--- src/rtl/tidp_pkg.sv ---
// ----------------------------------------------------------------------------
// Tape image directory parser package
// Shared constants, result type and small decode functions.
// ----------------------------------------------------------------------------
`default_nettype none

package tidp_pkg;

	localparam int unsigned SIG_LEN      = 20;
	localparam int unsigned COUNT_LO_POS = 34;
	localparam int unsigned COUNT_HI_POS = 35;
	localparam int unsigned MIN_IMAGE    = 63;
	localparam int unsigned SLOT_BASE    = 64;
	localparam int unsigned BLOCK_BYTES  = 254;

	localparam logic [4:0] OFF_IN_USE   = 5'd0;
	localparam logic [4:0] OFF_TYPE     = 5'd1;
	localparam logic [4:0] OFF_START_LO = 5'd2;
	localparam logic [4:0] OFF_START_HI = 5'd3;
	localparam logic [4:0] OFF_END_LO   = 5'd4;
	localparam logic [4:0] OFF_END_HI   = 5'd5;
	localparam logic [4:0] OFF_SIZE     = 5'd6;
	localparam logic [4:0] OFF_BLOCKS   = 5'd7;
	localparam logic [4:0] OFF_NAME_LEN = 5'd28;
	localparam logic [4:0] OFF_LAST     = 5'd31;

	localparam logic [7:0] PAD_SPACE   = 8'h20;
	localparam logic [7:0] PAD_SHIFTED = 8'hA0;

	typedef enum logic [1:0] {
		STATUS_OK      = 2'd0,
		STATUS_SHORT   = 2'd1,
		STATUS_BAD_SIG = 2'd2
	} tidp_status_t;

	typedef struct packed {
		logic         has_entry;
		logic [15:0]  entry_number;
		logic [7:0]   file_type;
		logic [15:0]  payload_size;
		logic [31:0]  image_offset;
		logic [8:0]   size_blocks;
		logic [4:0]   name_length;
		logic [63:0]  name_head;
		logic [63:0]  name_tail;
		logic         is_final;
		tidp_status_t status;
	} tidp_result_t;

	// Expected header text, terminated by a zero byte.
	function automatic logic [7:0] sig_byte(input logic [4:0] idx);
		logic [7:0] b;
		unique case (idx)
			5'd0:  b = 8'h43;
			5'd1:  b = 8'h36;
			5'd2:  b = 8'h34;
			5'd3:  b = 8'h20;
			5'd4:  b = 8'h74;
			5'd5:  b = 8'h61;
			5'd6:  b = 8'h70;
			5'd7:  b = 8'h65;
			5'd8:  b = 8'h20;
			5'd9:  b = 8'h69;
			5'd10: b = 8'h6D;
			5'd11: b = 8'h61;
			5'd12: b = 8'h67;
			5'd13: b = 8'h65;
			5'd14: b = 8'h20;
			5'd15: b = 8'h66;
			5'd16: b = 8'h69;
			5'd17: b = 8'h6C;
			5'd18: b = 8'h65;
			default: b = 8'h00;
		endcase
		return b;
	endfunction

	// Rounds a size up to whole blocks. The quotient is estimated with a
	// reciprocal multiply (shift-add form) and fixed with one compare.
	function automatic logic [8:0] size_to_blocks(input logic [15:0] size);
		logic [16:0] x;
		logic [25:0] p;
		logic [8:0]  q;
		logic [16:0] qm;
		logic [16:0] r;
		x  = {1'b0, size} + 17'(BLOCK_BYTES - 1);
		p  = {1'b0, x, 8'h00} + {8'h00, x, 1'b0};
		q  = p[24:16];
		qm = {q, 8'h00} - {7'h00, q, 1'b0};
		r  = x - qm;
		if (r >= 17'(BLOCK_BYTES)) begin
			q = q + 9'd1;
		end
		return q;
	endfunction

endpackage

`default_nettype wire

--- src/rtl/tape_image_directory_parser.sv ---
// ----------------------------------------------------------------------------
// Tape image directory parser
// Parses a tape image byte stream and reports its directory entries.
// ----------------------------------------------------------------------------
// Usage:
//   Input channel (in_valid / in_stall) carries one image byte per beat, with
//   is_last set on the final byte. Output channel (out_valid / out_stall)
//   carries one result beat for every in-use directory slot within the
//   declared count, while the header matches, and one closing beat for the
//   final byte with its status. Other bytes that are not last give no beat.
//   Each accepted byte passes through the input register and then the
//   result register, which presents its beat until it is taken; out_stall
//   can hold the byte in the input register between the two.
//   Throughput: one byte per cycle while the output is not stalled; the field
//   capture for a byte is a single pass between the input and result registers.
//   When out_stall holds a full result register, in_stall rises once the
//   input register is also occupied; nothing is dropped.
//   Reset empties both registers and restarts parsing at byte zero. The final
//   byte of an image also restarts parsing, so images may follow one another
//   directly.
// ----------------------------------------------------------------------------
`default_nettype none

module tape_image_directory_parser (
	input  wire logic        clk,
	input  wire logic        arst_n,
	input  wire logic        in_valid,
	output logic             in_stall,
	input  wire logic [7:0]  data_byte,
	input  wire logic        is_last,
	output logic             out_valid,
	input  wire logic        out_stall,
	output logic             has_entry,
	output logic [15:0]      entry_number,
	output logic [7:0]       file_type,
	output logic [15:0]      payload_size,
	output logic [31:0]      image_offset,
	output logic [8:0]       size_blocks,
	output logic [4:0]       name_length,
	output logic [63:0]      name_head,
	output logic [63:0]      name_tail,
	output logic             is_final,
	output logic [1:0]       status
);

	logic                   valid_s1;
	logic [7:0]             data_s1;
	logic                   last_s1;
	logic                   out_valid_q;
	tidp_pkg::tidp_result_t result_q;

	logic                   advance;
	logic                   step;
	logic                   produce;
	tidp_pkg::tidp_result_t result;

	assign advance  = !out_valid_q || !out_stall;
	assign step     = valid_s1 && advance;
	assign in_stall = valid_s1 && !advance;

	tidp_slot_capture u_capture (
		.clk       (clk),
		.arst_n    (arst_n),
		.step      (step),
		.data_byte (data_s1),
		.is_last   (last_s1),
		.produce   (produce),
		.result    (result)
	);

	always_ff @(posedge clk or negedge arst_n) begin
		if (!arst_n) begin
			valid_s1    <= 1'b0;
			out_valid_q <= 1'b0;
		end else begin
			if (in_valid && !in_stall) begin
				valid_s1 <= 1'b1;
			end else if (advance) begin
				valid_s1 <= 1'b0;
			end
			if (advance) begin
				out_valid_q <= step && produce;
			end
		end
	end

	always_ff @(posedge clk) begin
		if (in_valid && !in_stall) begin
			data_s1 <= data_byte;
			last_s1 <= is_last;
		end
		if (step && produce) begin
			result_q <= result;
		end
	end

	assign out_valid    = out_valid_q;
	assign has_entry    = result_q.has_entry;
	assign entry_number = result_q.entry_number;
	assign file_type    = result_q.file_type;
	assign payload_size = result_q.payload_size;
	assign image_offset = result_q.image_offset;
	assign size_blocks  = result_q.size_blocks;
	assign name_length  = result_q.name_length;
	assign name_head    = result_q.name_head;
	assign name_tail    = result_q.name_tail;
	assign is_final     = result_q.is_final;
	assign status       = result_q.status;

endmodule

`default_nettype wire

--- src/rtl/tidp_slot_capture.sv ---
// ----------------------------------------------------------------------------
// Tape image directory parser: field capture
// Tracks the byte position, checks the header, captures slot fields and
// forms the result for the current byte.
// ----------------------------------------------------------------------------
`default_nettype none

module tidp_slot_capture (
	input  wire logic                  clk,
	input  wire logic                  arst_n,
	input  wire logic                  step,
	input  wire logic [7:0]            data_byte,
	input  wire logic                  is_last,
	output logic                       produce,
	output tidp_pkg::tidp_result_t     result
);

	logic [31:0] pos_q;
	logic        sig_good_q;
	logic [15:0] count_q;
	logic        in_use_q;
	logic [7:0]  type_q;
	logic [15:0] start_q;
	logic [15:0] end_q;
	logic [15:0] size_q;
	logic [8:0]  blocks_q;
	logic [31:0] offset_q;
	logic [7:0]  name_q [16];
	logic [4:0]  len_q;

	logic        pos_in_sig;
	logic        in_slots;
	logic [31:0] rel;
	logic [4:0]  off;
	logic [26:0] slot_idx;
	logic        sig_next;
	logic        emit;
	logic [4:0]  trim_len;
	logic [4:0]  first_zero;
	logic [4:0]  name_len;
	logic [63:0] head;
	logic [63:0] tail;

	assign pos_in_sig = pos_q < 32'(tidp_pkg::SIG_LEN);
	assign in_slots   = pos_q >= 32'(tidp_pkg::SLOT_BASE);
	assign rel        = pos_q - 32'(tidp_pkg::SLOT_BASE);
	assign off        = rel[4:0];
	assign slot_idx   = rel[31:5];
	assign sig_next   = sig_good_q &&
		!(pos_in_sig && (data_byte != tidp_pkg::sig_byte(pos_q[4:0])));
	assign emit       = in_slots && (off == tidp_pkg::OFF_LAST) &&
		({11'h000, count_q} > slot_idx) && sig_good_q && in_use_q;
	assign produce    = emit || is_last;

	// Trailing pad bytes are trimmed, then the name stops at its first zero.
	always_comb begin
		trim_len   = 5'd0;
		first_zero = 5'd16;
		for (int k = 0; k < 16; k++) begin
			if (name_q[k] != tidp_pkg::PAD_SPACE && name_q[k] != tidp_pkg::PAD_SHIFTED) begin
				trim_len = 5'(k + 1);
			end
		end
		for (int k = 15; k >= 0; k--) begin
			if (name_q[k] == 8'h00) begin
				first_zero = 5'(k);
			end
		end
		name_len = (first_zero < trim_len) ? first_zero : trim_len;
	end

	always_comb begin
		for (int k = 0; k < 8; k++) begin
			head[8*k +: 8] = name_q[k];
			tail[8*k +: 8] = name_q[k + 8];
		end
	end

	always_comb begin
		result = '0;
		if (emit) begin
			result.has_entry    = 1'b1;
			result.entry_number = slot_idx[15:0];
			result.file_type    = type_q;
			result.payload_size = size_q;
			result.image_offset = offset_q;
			result.size_blocks  = blocks_q;
			result.name_length  = len_q;
			result.name_head    = head;
			result.name_tail    = tail;
		end
		result.is_final = is_last;
		result.status   = tidp_pkg::STATUS_OK;
		if (is_last) begin
			if (pos_q < 32'(tidp_pkg::MIN_IMAGE)) begin
				result.status = tidp_pkg::STATUS_SHORT;
			end else if (!sig_next) begin
				result.status = tidp_pkg::STATUS_BAD_SIG;
			end
		end
	end

	// Control state: position and header check. The final byte restarts both.
	always_ff @(posedge clk or negedge arst_n) begin
		if (!arst_n) begin
			pos_q      <= '0;
			sig_good_q <= 1'b1;
		end else if (step) begin
			if (is_last) begin
				pos_q      <= '0;
				sig_good_q <= 1'b1;
			end else begin
				if (pos_q != '1) begin
					pos_q <= pos_q + 32'd1;
				end
				sig_good_q <= sig_next;
			end
		end
	end

	// Field capture. Every field is written, in the header or inside a slot, before it
	// is read, so these registers need no reset. Size, block count and name length are
	// worked out on spare slot bytes ahead of the slot's last byte.
	always_ff @(posedge clk) begin
		if (step) begin
			if (pos_q == 32'(tidp_pkg::COUNT_LO_POS)) begin
				count_q[7:0] <= data_byte;
			end
			if (pos_q == 32'(tidp_pkg::COUNT_HI_POS)) begin
				count_q[15:8] <= data_byte;
			end
			if (in_slots) begin
				case (off) inside
					tidp_pkg::OFF_IN_USE:   in_use_q      <= (data_byte != 8'h00);
					tidp_pkg::OFF_TYPE:     type_q        <= data_byte;
					tidp_pkg::OFF_START_LO: start_q[7:0]  <= data_byte;
					tidp_pkg::OFF_START_HI: start_q[15:8] <= data_byte;
					tidp_pkg::OFF_END_LO:   end_q[7:0]    <= data_byte;
					tidp_pkg::OFF_END_HI:   end_q[15:8]   <= data_byte;
					tidp_pkg::OFF_SIZE:     size_q <= (end_q > start_q) ? (end_q - start_q) : 16'h0000;
					tidp_pkg::OFF_BLOCKS:   blocks_q <= tidp_pkg::size_to_blocks(size_q);
					[5'd8:5'd11]:           offset_q[8*off[1:0] +: 8] <= data_byte;
					[5'd12:5'd27]:          name_q[off[3:0] - 4'd12] <= data_byte;
					tidp_pkg::OFF_NAME_LEN: len_q <= name_len;
					default: ;
				endcase
			end
		end
	end

endmodule

`default_nettype wire
--- config.mk ---
export PLATFORM = sky130hd
export DESIGN_NAME = tape_image_directory_parser
export DESIGN_NICKNAME = d
export VERILOG_FILES = /design/src/rtl/tidp_pkg.sv /design/src/rtl/tape_image_directory_parser.sv /design/src/rtl/tidp_slot_capture.sv
export SDC_FILE = /design/constraint.sdc
export NUM_CORES = 1
export LEC_CHECK = 0
export ABC_AREA = 1
export BUFFER_PORTS_ARGS = -buffer_cell sky130_fd_sc_hd__buf_2
export CAP_MARGIN = 25
export CORE_AREA = 2 2 221 223
export CTS_CLUSTER_DIAMETER = 200
export DETAILED_ROUTE_END_ITERATION = 7
export DIE_AREA = 0 0 223 225
export HOLD_SLACK_MARGIN = 0.15
export PLACE_DENSITY = 0.71
export SLEW_MARGIN = 30
export SYNTH_ARGS = -nofsm -noshare
export SYNTH_HDL_FRONTEND = slang
export SYNTH_SLANG_ARGS = --single-unit
--- constraint.sdc ---
create_clock -name clk -period 7.5 [get_ports clk]
set_input_delay 1.125 -clock clk [delete_from_list [all_inputs] [get_ports clk]]
set_output_delay 1.125 -clock clk [all_outputs]
set_load 0.05 [all_outputs]
Yosys cells after proc, flatten, opt, wreduce, memory -nomap -nowiden
Memories as Yosys holds them, arrays and structs flattened.
Cells that the tools add are included.
{ "op_classes": {"n_lt_le_gt_ge": 11, "n_addsub": 10, "div_mod_pow": 0, "eq_ne": 45, "n_mul": 0, "n_reduce_logical": 69, "shift": 2, "bitwise": 11, "muxes": 56} }
{ "ops": {"columns": ["operator", "n"], "rows": [
  ["2-to-1 mux 215 bit", 1],
  ["2-to-1 mux 5 bit", 32],
  ["zero test 8 bit", 16],
  ["!= test 8 x 6 -> 1 bit (second input constant)", 16],
  ["!= test 8 bit (second input constant)", 16],
  ["equality test 32 x 6 -> 1 bit (second input constant)", 2],
  ["2-to-1 mux 32 bit", 2],
  ["negator 5 -> 34 bit", 1],
  ["variable shift 8 x 34 -> 32 bit (first input constant)", 1],
  ["indexed part select 8 x 34 -> 32 bit", 1],
  ["adder 32 x 1 -> 32 bit (second input constant)", 1],
  ["bitwise mux 32 bit", 1],
  [">= comparator 32 x 7 -> 1 bit (second input constant)", 1],
  ["< comparator 32 x 5 -> 1 bit (second input constant)", 1],
  ["< comparator 32 x 6 -> 1 bit (second input constant)", 1],
  ["!= test 32 bit (second input constant)", 1],
  ["subtractor 32 x 7 -> 32 bit (second input constant)", 1],
  ["logical AND 1 bit", 28],
  ["greater-than comparator 16 x 27 -> 1 bit", 1],
  ["adder 25 x 18 -> 25 bit", 1],
  ["equality test 5 x 3 -> 1 bit (second input constant)", 4],
  ["2-to-1 mux 1 bit", 18],
  ["adder 16 x 8 -> 17 bit (second input constant)", 1],
  [">= comparator 17 x 8 -> 1 bit (second input constant)", 1],
  ["other kinds (34)", 55]
]} }
{ "word_totals": {"rom_bits": 224, "latchBits": 0, "output_inout_bits": 220, "elab_cells": 236, "ff_bits": 381, "ramBits": 128, "n_memories": 2} }
{ "mem_list": {"columns": ["memory", "depth", "word_bits", "rd", "rd_ports_with_merged_regs", "wr", "line_no", "text"], "rows": [
  ["(no name shown)", 32, 7, 1, 0, 0, "tidp_pkg.sv:53", "unique case (idx)"],
  ["u_capture.name_q", 16, 8, 16, 0, 1, "tidp_slot_capture.sv:28", "logic [7:0] name_q [16];"]
]} }

Logic depth before layout (Yosys ltp)
Gate-level depths: netlist of run 1.
An unclocked memory read counts as a cell.
{ "depth": {"depth_word": 21, "depth_mapped": 39} }

Hierarchy
A second synthesis of run 1 with hierarchy kept.
{ "unflattened": {"hier_cells": 2312, "area_unflattened_um2": 23874.1} }
{ "modules_own_cells": {"columns": ["module", "area_per_inst_um2", "cells_per_inst", "instances", "seq_area_each_um2"], "rows": [
  ["tidp_slot_capture", 16956.3, 2070, 1, 8244.2],
  ["tape_image_directory_parser", 6917.9, 242, 1, 6866.6]
]} }

Least setup slack after synthesis of run 1
No wires, ideal clock.
{ "synth_timing": {"kind": "reg2reg", "startpoint": "reg u_capture.pos_q[6]", "endpoint": "reg result_q (netlist bit entry_number[0]), enable pin", "n_path_buf": 1, "path_stages_with_launch": 21, "synth_period_minus_slack_ns": 7.748, "setup_time_ns": 0.570, "t_arrival_ns": 7.178, "slack_ns": -0.248, "path_cell_list": "dfrtp_1 -> inv_1 -> ha_1 -> inv_1 -> nor2_2 -> nand3_2 -> nor3_4 -> xor2_1 -> ha_1 -> nand4_1 -> o21ai_0 -> a21oi_1 -> o21ai_0 -> nor2_1 -> nand3_1 -> a211oi_2 -> nand4_4 -> buf_4 -> nand2_1 -> nand2_1 -> inv_1"} }
{ "synth_between": {"elab_chain_len": 7} }
{ "synth_rtl": {"columns": ["element", "line_no", "text"], "rows": [
  ["start: declaration", "tidp_slot_capture.sv:18", "logic [31:0] pos_q;"],
  ["start signal: assignment", "tidp_slot_capture.sv:114", "pos_q <= pos_q + 32'd1;"],
  ["subtractor 32 x 7 -> 32 bit", "tidp_slot_capture.sv:46", "assign rel = pos_q - 32'(tidp_pkg::SLOT_BASE);"],
  ["named net u_capture.rel[6]", "tidp_slot_capture.sv:33", "logic [31:0] rel;"],
  ["greater-than comparator 16 x 27 -> 1 bit", "tidp_slot_capture.sv:52", "({11'h000, count_q} > slot_idx) && sig_good_q && in_use_q;"],
  ["logical AND 1 bit", "tidp_slot_capture.sv:51", "assign emit = in_slots && (off == tidp_pkg::OFF_LAST) &&"],
  ["logical AND 1 bit (2 in a row)", "tidp_slot_capture.sv:52", null],
  ["logical OR 1 bit", "tidp_slot_capture.sv:53", "assign produce = emit || is_last;"],
  ["logical AND 1 bit", "tape_image_directory_parser.sv:92", "if (step && produce) begin"],
  ["end signal: assignment", "tape_image_directory_parser.sv:93", "result_q <= result;"],
  ["end: declaration", "tape_image_directory_parser.sv:50", "tidp_pkg::tidp_result_t result_q;"]
]} }
The timed path passes the listed nets, and every way through them passes these cells.
A chain may end at the register's enable or synchronous reset.

Final worst setup path of run 1
{ "layout_timing": {"startpoint": "reg u_capture.size_q[0]", "endpoint": "reg u_capture.blocks_q[0], data pin"} }
{ "layout_between": {"elab_chain_len": 6} }
{ "layout_rtl": {"columns": ["element", "line_no", "text"], "rows": [
  ["start: declaration", "tidp_slot_capture.sv:25", "logic [15:0] size_q;"],
  ["start signal: assignment", "tidp_slot_capture.sv:140", "tidp_pkg::OFF_SIZE: size_q <= (end_q > start_q) ? (end_q - start_q) : 16'h0000;"],
  ["adder 16 x 8 -> 17 bit (*)", "tidp_pkg.sv:86", "x = {1'b0, size} + 17'(BLOCK_BYTES - 1);"],
  ["adder 25 x 18 -> 25 bit", "tidp_pkg.sv:87", "p = {1'b0, x, 8'h00} + {8'h00, x, 1'b0};"],
  ["subtractor 17 x 10 -> 17 bit", "tidp_pkg.sv:89", "qm = {q, 8'h00} - {7'h00, q, 1'b0};"],
  ["subtractor 17 bit", "tidp_pkg.sv:90", "r = x - qm;"],
  [">= comparator 17 x 8 -> 1 bit", "tidp_pkg.sv:91", "if (r >= 17'(BLOCK_BYTES)) begin"],
  ["2-to-1 mux 9 bit (*)", "tidp_pkg.sv:91", null],
  ["end signal: assignment", "tidp_slot_capture.sv:141", "tidp_pkg::OFF_BLOCKS: blocks_q <= tidp_pkg::size_to_blocks(size_q);"],
  ["end: declaration", "tidp_slot_capture.sv:26", "logic [8:0] blocks_q;"]
]} }
Mark *: on every way between the ends. The rest lies on a longest branch, timed or not.

==> results of run 1 <==
worst max-delay path by stage:
stage                              startpoint               endpoint  slack, ps  depth (start not counted)
after CTS                 u_capture.size_q[0]  u_capture.blocks_q[0]       1360                         34
after floorplan            u_capture.pos_q[6]        entry_number[0]       1150                         21
after global placement    u_capture.size_q[0]  u_capture.blocks_q[3]       1570                         34
after global routing      u_capture.size_q[0]  u_capture.blocks_q[0]        780                         34
final                     u_capture.size_q[0]  u_capture.blocks_q[0]       1290                         34
after detailed placement  u_capture.size_q[0]  u_capture.blocks_q[5]       1420                         34
final cells by class:
cell class                 instances  area [sq um]  area share [%]
clock buffer                      66          1410            5.15
clock inverter                    30           399            1.45
inverter                         413          1550            5.66
multi-input combinational       1291          6810            24.8
sequential                       509         15100            55.1
tap                              615           769            2.80
timing repair buffer             255          1390            5.08
layout by cell type (no fill, tap or decap), types with 6 or more instances in the layout:
cell type,count
buf_2,231
clkbuf_1,8
o21ai_0,59
clkinv_1,8
edfxtp_1,474
ha_1,81
a21oi_1,82
dfrtp_1,33
nand4_1,39
nor3_1,72
clkinv_2,9
clkbuf_16,52
o31ai_1,10
nor4_1,26
nand3_1,78
nor2_1,373
bufinv_16,8
nor3_2,6
clkbuf_8,6
xor2_1,52
nand2_1,336
buf_4,20
inv_1,405
registers in the layout (all words and copies together), names as in the netlist, 32 cells and up:
signal              cells
u_capture.pos_q        32
name_tail              64
u_capture.name_q      128
u_capture.offset_q     32
image_offset           32
name_head              64
logic make-up (layout without fill, tap and decap cells):
logic type                 count (synthesis)  in the layout  share of synthesized area [%]
DFF                                      509            509                           63.8
AOI/OAI and AO/OA                        186            186                           4.44
buffers and inverters                    456            764                           7.54
xor gates and xnor gates                  58             58                           2.18
adders and majority gates                 84             84                           4.54
and+or+nand+nor                          963            963                           17.5
power breakdown:
group | switching [mW] | internal, mW | leakage [nW]
clock network | 1.11 | 1.62 | 0.886
logic | 0.471 | 0.105 | 6.40
registers | 0.0507 | 3.18 | 4.97
total | 1.63 | 4.91 | 12.3
critical path, delay by kind of cell, from the launching register on:
family	cells	cell delay [ps]
compound gates	2	470
flops	1	440
simple gates	20	2160
fa+ha+maj	5	1820
xor+xnor	2	510
buf+inv	5	570
routing by layer:
| metal | vias to the layer above | wire, um |
|---|---|---|
| met3 | 97 | 4050 |
| met4 | 0 | 1690 |
| met2 | 583 | 28800 |
| li1 | 8007 | - |
| met5 | - | 0 |
| met1 | 8097 | 25900 |
==> impl_metrics.csv, run 1 <==
group,metric,value,unit
timing,max_freq,161,MHz
synth,synth.most_common_cell,"edfxtp_1",
placed_design,post-place-ws,1420,ps
finish,fin_area,27400,sq um
critical_path,startpoint_type,"register",
finish,final_cells,3179,
timing,worst_hold_slack,509,ps
floorplan,die_area,50200,sq um
synth,ys_top_cells_by_count,"edfxtp_1 (474), inv_1 (406), nor2_1 (375)",
cts,clock_sinks,509,
grt,met3_usage,4.32,%
power,peakVddDrop,0.197,mV
placed_design,place_hpwl,42000,um
drt,via_per_inst,5.28,
critical_path,r2r_start,"u_capture.size_q[0]",
placed_design,place_area,25600,sq um
synth,avgSynthCellArea,10.5,sq um
timing,rsz0062_at_grt,"no",
finish,area_growth,16.0,%
floorplan,fp.dieW,223,um
placed_design,port_buffers,232,
critical_path,r2r_end,"u_capture.blocks_q[0]",
synth,syn_area,23700,sq um
drt,route.detailed.drc,0,
timing,hold_viol,0,
synth,synth_edf_count,474,
timing,worst_pin_slew,915,ps
synth,synth_cells,2256,
cts,cts_buffer_depth,3,
drt,drt_pass1_iterations,6,
synth,ys_seq_elements,509,
cts,cts_tree,"built",
cts,cts_hold_buf,0,
critical_path,critPathKind,"reg -> reg",
synth,synth-seq-area-share,63.8,%
timing,slew_violations,0,
cts,post_cts_buffers,0,
cts,cts.root.buffer_cell,"clkbuf_16",
synth,syn-num-nets,2353,
grt,grt_max_degree,216,
finish,diodes,0,
power,powerDensity,238,nW/um^2
critical_path,cp.required,7840,ps
synth,yosysTopAreaCell,"edfxtp_1",
timing,finalSetupTns,0,ps
cts,cts_made_buffers,51,
drt,wl,60400,um
synth,synth-main-ff-cell,"edfxtp_1",
grt,busiest_layer,"met2",
placed_design,gp_congestion,0.899,
grt,met1_usage,32.1,%
timing,fin_ws,1290,ps
job,drv_cap,0,
grt,grt_pass1_vias,16600,
power,totalPowerFinal,6.54,mW
outcome,run_status,"finished clean",
drt,dr.first_iter.drc_count,1502,
synth,ys.warnings.count,0,
timing,finalCriticalPeriod,6210,ps
floorplan,boundaryPins,233,
critical_path,ff2ff_path_depth,34,
grt,antenna_found_initial,0,
cts,htree_levels,2,
cts,cts-resized-gates,0,
critical_path,cp-end-kind,"register",
critical_path,path_max_fanout,10,
cts,worstSkewPairLatency,600,ps
drt,vias,16800,
timing,post-route-period-util,82.8,%
synth,netlist_top_cells_area,"edfxtp_1 (60%), inv_1 (6.4%), nor2_1 (5.9%)",
critical_path,crit_arrival,6550,ps
finish,final_util,57.7,%
cts,clk_pin_slew,60,ps
synth,async_flop_share,6.88,%
drt,detail_route.wl_per_cell,19.0,um
placed_design,dp_cells,3082,
floorplan,initial_utilization,49.8,%
finish,fillCellCount,3933,
floorplan,fp.dieH,225,um
floorplan,rows,80,
finish,drive_above_1_share,14.7,%
grt,track_usage,24.1,%
critical_path,cp_common_cell,"nand2_1",
critical_path,r2r_slack,1290,ps
synth,synth_top_area_share,60.1,%
drt,final_antenna_net_count,0,
hold_path,worstHoldPathType,"in -> async",
grt,gr-total-overflow,0,
floorplan,core_area,47500,sq um
grt,grt_pass1_wl,92800,um
power,p_leak,12.3,nW
grt,met2_usage,40.6,%
critical_path,cp_slowest_cell,"fa_1",
finish,finalNetCount,2618,
timing,setup_viol,0,
critical_path,critical_path.max_stage_delay,520,ps
synth,ys_types,56,
timing,skew,17.0,ps
timing,relSlewSlack,38.7,%
Note: power is estimated with default switching activity, not from simulation.
==> inputs of run 2 (changes only) <==
ABC_AREA = 0   (was 1)
CORE_AREA = 2 2 218 220   (was 2 2 221 223)
DIE_AREA = 0 0 220 222   (was 0 0 223 225)
PLACE_DENSITY = 0.69   (was 0.71)
clock period = 6.5 ns   (was 7.5 ns; I/O delays follow)
==> impl_metrics.csv, run 2 <==
group,metric,value,unit
critical_path,cp-end-kind,"register",
drt,wl_met2,26600,um
finish,final_cells,2768,
cts,cts_buffer_depth,3,
timing,worst_pin_slew,968,ps
cts,clock_sinks,509,
grt,grt_pass1_vias,14800,
critical_path,startpoint_type,"register",
grt,track_usage,22.7,%
synth,async_flop_share,6.88,%
synth,synth.most_common_cell,"edfxtp_1",
drt,route.detailed.drc,0,
timing,max_freq,162,MHz
critical_path,critPathKind,"reg -> reg",
synth,synth-seq-area-share,65.6,%
critical_path,critical_path.max_stage_delay,560,ps
timing,fin_ws,311,ps
floorplan,core_area,46300,sq um
grt,antenna_found_initial,0,
hold_path,worstHoldPathType,"in -> async",
power,p_leak,10.7,nW
power,peakVddDrop,0.212,mV
critical_path,crit_family,"compound AO/OA/AOI/OAI gates",
finish,final_util,60.0,%
drt,final_antenna_net_count,0,
power,powerDensity,262,nW/um^2
placed_design,post-place-ws,-128,ps
floorplan,fp.dieH,222,um
job,drv_cap,0,
placed_design,dp_cells,2652,
timing,post-route-period-util,95.2,%
floorplan,rows,79,
finish,diodes,0,
drt,dr.first_iter.drc_count,1243,
drt,wl,55400,um
synth,synth-main-ff-cell,"edfxtp_1",
timing,setup_viol,0,
critical_path,path_max_fanout,5,
cts,cts_tree,"built",
finish,fin_area,27800,sq um
placed_design,place_area,25600,sq um
synth,synth_cells,1775,
finish,drive_above_1_share,23.5,%
placed_design,gp_congestion,0.848,
cts,worstSkewPairLatency,620,ps
cts,cts_hold_buf,0,
floorplan,die_area,48800,sq um
critical_path,cp.depth,28,
timing,skew,31.9,ps
drt,drt_pass1_iterations,5,
finish,final_cell_mix,"edfxtp_1 (474), and2_1 (245), buf_2 (233)",
grt,gr-total-overflow,0,
synth,ys.warnings.count,0,
finish,finalNetCount,2213,
timing,hold_viol,0,
cts,htree_levels,2,
finish,area_growth,20.6,%
timing,relSlewSlack,35.0,%
synth,ys_seq_elements,509,
drt,wl_met3,3280,um
synth,avgSynthCellArea,13.0,sq um
placed_design,place_hpwl,37900,um
drt,dr.max_layer_used,"met4",
cts,cts_made_buffers,53,
timing,slew_violations,0,
placed_design,port_buffers,232,
floorplan,initial_utilization,49.8,%
floorplan,boundaryPins,233,
drt,detail_route.wl_per_cell,20.0,um
grt,grt_pass1_wl,84700,um
synth,syn-num-nets,1872,
floorplan,fp.dieW,220,um
drt,drt-met1-wl,24300,um
critical_path,ff2ff_path_depth,28,
critical_path,cp_slowest_cell,"or4_4",
cts,clk_pin_slew,60,ps
synth,ys_top_cells_by_count,"edfxtp_1 (474), and2_1 (245), nor2_1 (162)",
synth,synth_top_area_share,61.8,%
finish,layout_commonest_cell,"edfxtp_1",
drt,via_per_inst,5.42,
synth,netlist_top_cells_area,"edfxtp_1 (62%), and2_1 (6.7%), ha_1 (4.4%)",
grt,grt_max_degree,216,
synth,yosysTopAreaCell,"edfxtp_1",
timing,finalSetupTns,0,ps
timing,finalCriticalPeriod,6190,ps
synth,synth_edf_count,474,
synth,syn_area,23000,sq um
drt,vias,15000,
synth,ys_types,73,
critical_path,crit_buf_inv,6,
cts,cts.root.buffer_cell,"clkbuf_16",
outcome,run_status,"finished clean",
critical_path,cp.required,6860,ps
critical_path,crit_arrival,6550,ps
finish,largest_reg_flops,128,
[run 2: final timing paths]
path | startpoint | end | slack, ps
max | u_capture.size_q[0] | u_capture.blocks_q[1] | 310
min | arst_n | out_valid | 460
max reg2reg | u_capture.size_q[0] | u_capture.blocks_q[1] | 310
min reg2reg | u_capture.offset_q[28] | image_offset[28] | 520
max in group asynchronous | arst_n | u_capture.pos_q[7] | 5510
min in group clk | u_capture.offset_q[28] | image_offset[28] | 520
[run 2: cell families (layout without fill, tap and decap cells)]
logic type | after synthesis | in the layout | synth area share [%]
buffers and inverters | 144 | 530 | 2.45
AOI/OAI and AO/OA | 186 | 186 | 5.49
adders and majority gates | 84 | 84 | 4.66
xor gates and xnor gates | 94 | 94 | 3.70
muxes | 10 | 10 | 0.456
DFF | 509 | 509 | 65.6
and+or+nand+nor | 748 | 748 | 17.6
[run 2: report_power, final]
| group | switching [mW] | total, mW | internal, mW |
|---|---|---|---|
| clock | 1.29 | 3.01 | 1.72 |
| sequential | 0.0433 | 3.70 | 3.66 |
| combinational | 0.440 | 0.556 | 0.117 |
| total | 1.77 | 7.27 | 5.50 |
[run 2: area by class of cell]
| cell class | count | area, sq um |
|---|---|---|
| tap | 607 | 759 |
| timing repair buffer | 342 | 2050 |
| fill | 3655 | 18500 |
| clock buffer | 60 | 1360 |
| inverter | 88 | 330 |
| sequential | 509 | 15100 |
| multi-input combinational | 1122 | 7770 |
| clock inverter | 40 | 394 |
[run 2: through the flow]
| step | hold WS (ps) | total power [mW] |
|---|---|---|
| floorplan | 424 | 4.15 |
| global placement | 500 | 4.32 |
| detailed placement | 502 | 4.33 |
| CTS | 458 | 7.32 |
| global route | 508 | 7.50 |
| finish | 463 | 7.27 |
[run 2: what timing repair did]
action	in CTS	in global routing
buffers inserted	4	11
pin swaps	1	25
gates resized for setup	3	48
cloned	0	1
hold endpoints to repair	0	0
setup endpoints to repair	7	9
[run 2: per-layer routing]
| metal | GRT usage, % | vias to the layer above |
|---|---|---|
| met2 | 36.6 | 465 |
| li1 | - | 7093 |
| met3 | 3.83 | 85 |
| met5 | 0 | - |
| met1 | 31.6 | 7367 |
| met4 | 6.58 | 0 |
==> inputs of run 3 (changes only) <==
SETUP_SLACK_MARGIN = 0.5   (was default)
==> impl_metrics.csv, run 3 (synthesized netlist as in run 2, its figures left out) <==
group,metric,value,unit
cts,clock_sinks,509,
grt,grt_pass1_wl,83800,um
cts,clk_pin_slew,60,ps
timing,relSlewSlack,36.0,%
drt,detail_route.wl_per_cell,20.1,um
timing,skew,16.2,ps
critical_path,path_max_fanout,6,
cts,cts.root.buffer_cell,"clkbuf_16",
drt,via_per_inst,5.44,
cts,htree_levels,2,
finish,drive_above_1_share,23.8,%
drt,wl_met2,26700,um
critical_path,cp.required,6850,ps
floorplan,fp.dieW,220,um
drt,route.detailed.drc,0,
floorplan,initial_utilization,49.8,%
floorplan,fp.dieH,222,um
finish,area_growth,20.8,%
critical_path,startpoint_type,"register",
cts,cts_made_buffers,53,
timing,finalCriticalPeriod,6090,ps
drt,drt-met1-wl,24100,um
grt,track_usage,22.6,%
power,p_leak,10.8,nW
grt,antenna_found_initial,0,
floorplan,die_area,48800,sq um
finish,fillCellCount,3629,
timing,hold_viol,0,
drt,dr.max_layer_used,"met4",
cts,worstSkewPairLatency,610,ps
timing,post-route-period-util,93.7,%
drt,wl,55600,um
job,drv_cap,0,
critical_path,cp-end-kind,"register",
placed_design,gp_congestion,0.847,
finish,layout_commonest_cell,"edfxtp_1",
drt,wl_met3,3460,um
finish,largest_reg_flops,128,
timing,setup_viol,0,
timing,worst_pin_slew,954,ps
finish,final_cell_mix,"edfxtp_1 (474), and2_1 (244), buf_2 (232)",
cts,cts_buffer_depth,3,
critical_path,r2r_end,"u_capture.blocks_q[1]",
timing,slew_violations,0,
drt,dr.first_iter.drc_count,1133,
finish,finalNetCount,2212,
timing,fin_ws,407,ps
placed_design,post-place-ws,-32.9,ps
drt,drt_pass1_iterations,5,
placed_design,port_buffers,232,
drt,vias,15000,
power,powerDensity,264,nW/um^2
timing,rsz0062_at_grt,"yes",
hold_path,worstHoldPathType,"in -> async",
floorplan,rows,79,
placed_design,place_hpwl,37900,um
critical_path,critPathKind,"reg -> reg",
grt,gr-total-overflow,0,
floorplan,boundaryPins,233,
power,peakVddDrop,0.213,mV
finish,fin_area,27800,sq um
outcome,run_status,"finished clean",
critical_path,r2r_slack,410,ps
cts,cts_tree,"built",
placed_design,place_area,25600,sq um
grt,grt_max_degree,216,
floorplan,core_area,46300,sq um
critical_path,crit_arrival,6440,ps
drt,final_antenna_net_count,0,
grt,grt_pass1_vias,14600,
critical_path,r2r_start,"u_capture.size_q[1]",
timing,max_freq,164,MHz
critical_path,ff2ff_path_depth,27,
[run 3: cell count changes in the layout (fill, tap and decap cells not counted), moves of 3 or more]
cell        before  now
inv_2            6    9
inv_1           82   79
clkinv_1        13    9
clkinvlp_4       7    0
clkbuf_8         1    4
buf_4          102   99
[run 3: timing repair]
item | CTS | global route
endpoints found under the setup margin | 9 | 9
hold buffers | 0 | 0
setup buffers | 28 | 2
resized for setup | 47 | 6
pin swaps | 39 | 5
[run 3: routing by layer]
layer	GRT usage [%]	vias up
li1	-	7104
met1	31.4	7372
met2	36.7	469
met3	3.96	85
met4	6.26	0
met5	0	-
[run 3: cell type report]
type / count / area, sq um / area share [%]
flip-flops and latches: 509 / 15100 / 54.3
multi-input cells: 1122 / 7780 / 27.9
repair buffers: 341 / 2060 / 7.40
clock buffers: 63 / 1430 / 5.12
well taps: 607 / 759 / 2.73
clock inverters: 33 / 370 / 1.33
inverters: 88 / 330 / 1.19
diodes: 1 / 2.50 / 0.00899
[run 3: power breakdown]
| part | total [mW] | internal (mW) | switching (mW) | leakage (nW) |
|---|---|---|---|---|
| logic | 0.558 | 0.118 | 0.440 | 5.00 |
| registers | 3.70 | 3.66 | 0.0426 | 4.90 |
| clock network | 3.08 | 1.81 | 1.27 | 0.886 |
[run 3: per-stage QoR]
step           hold WS [ps]  utilization (%)  cells  setup TNS (ps)  total power [mW]
6_report                480             60.2   2764               0              7.34
3_3_place_gp            498             55.2   2637               0              4.32
3_5_place_dp            502             55.3   2637           -32.9              4.33
5_1_grt                 516             60.2   2763               0              7.56
2_1_floorplan           424                -   1775               0              4.15
4_1_cts                 471             60.1   2761               0              7.40
[run 3: worst max-delay path by stage]
stage / start / endpoint / cells after the start
floorplan: u_capture.size_q[0] / u_capture.blocks_q[1] / 26
global placement: u_capture.size_q[0] / u_capture.blocks_q[1] / 28
detailed placement: u_capture.size_q[0] / u_capture.blocks_q[1] / 26
CTS: u_capture.size_q[1] / u_capture.blocks_q[1] / 27
global route: u_capture.size_q[1] / u_capture.blocks_q[2] / 28
finish: u_capture.size_q[1] / u_capture.blocks_q[1] / 27
[run 3: critical path, cell delays in order (launching register included)]
cell and delay [ps]:
edfxtp_1 480, ha_4 210, or4_4 470, o21ai_4 180, xnor2_2 80, ha_1 320
a21o_1 180, a21o_1 180, a21oi_2 140, o211ai_1 110, a21oi_2 150, nand2_1 90
nand3_2 120, nor3_2 60, ha_1 310, inv_2 70, xnor2_1 130, ha_1 350
nor2b_1 160, and2_1 170, a311oi_2 200, o221ai_1 170, a311oi_1 310, nand4_1 140
or4_4 450, nor4_4 160, buf_6 160, mux2_4 290
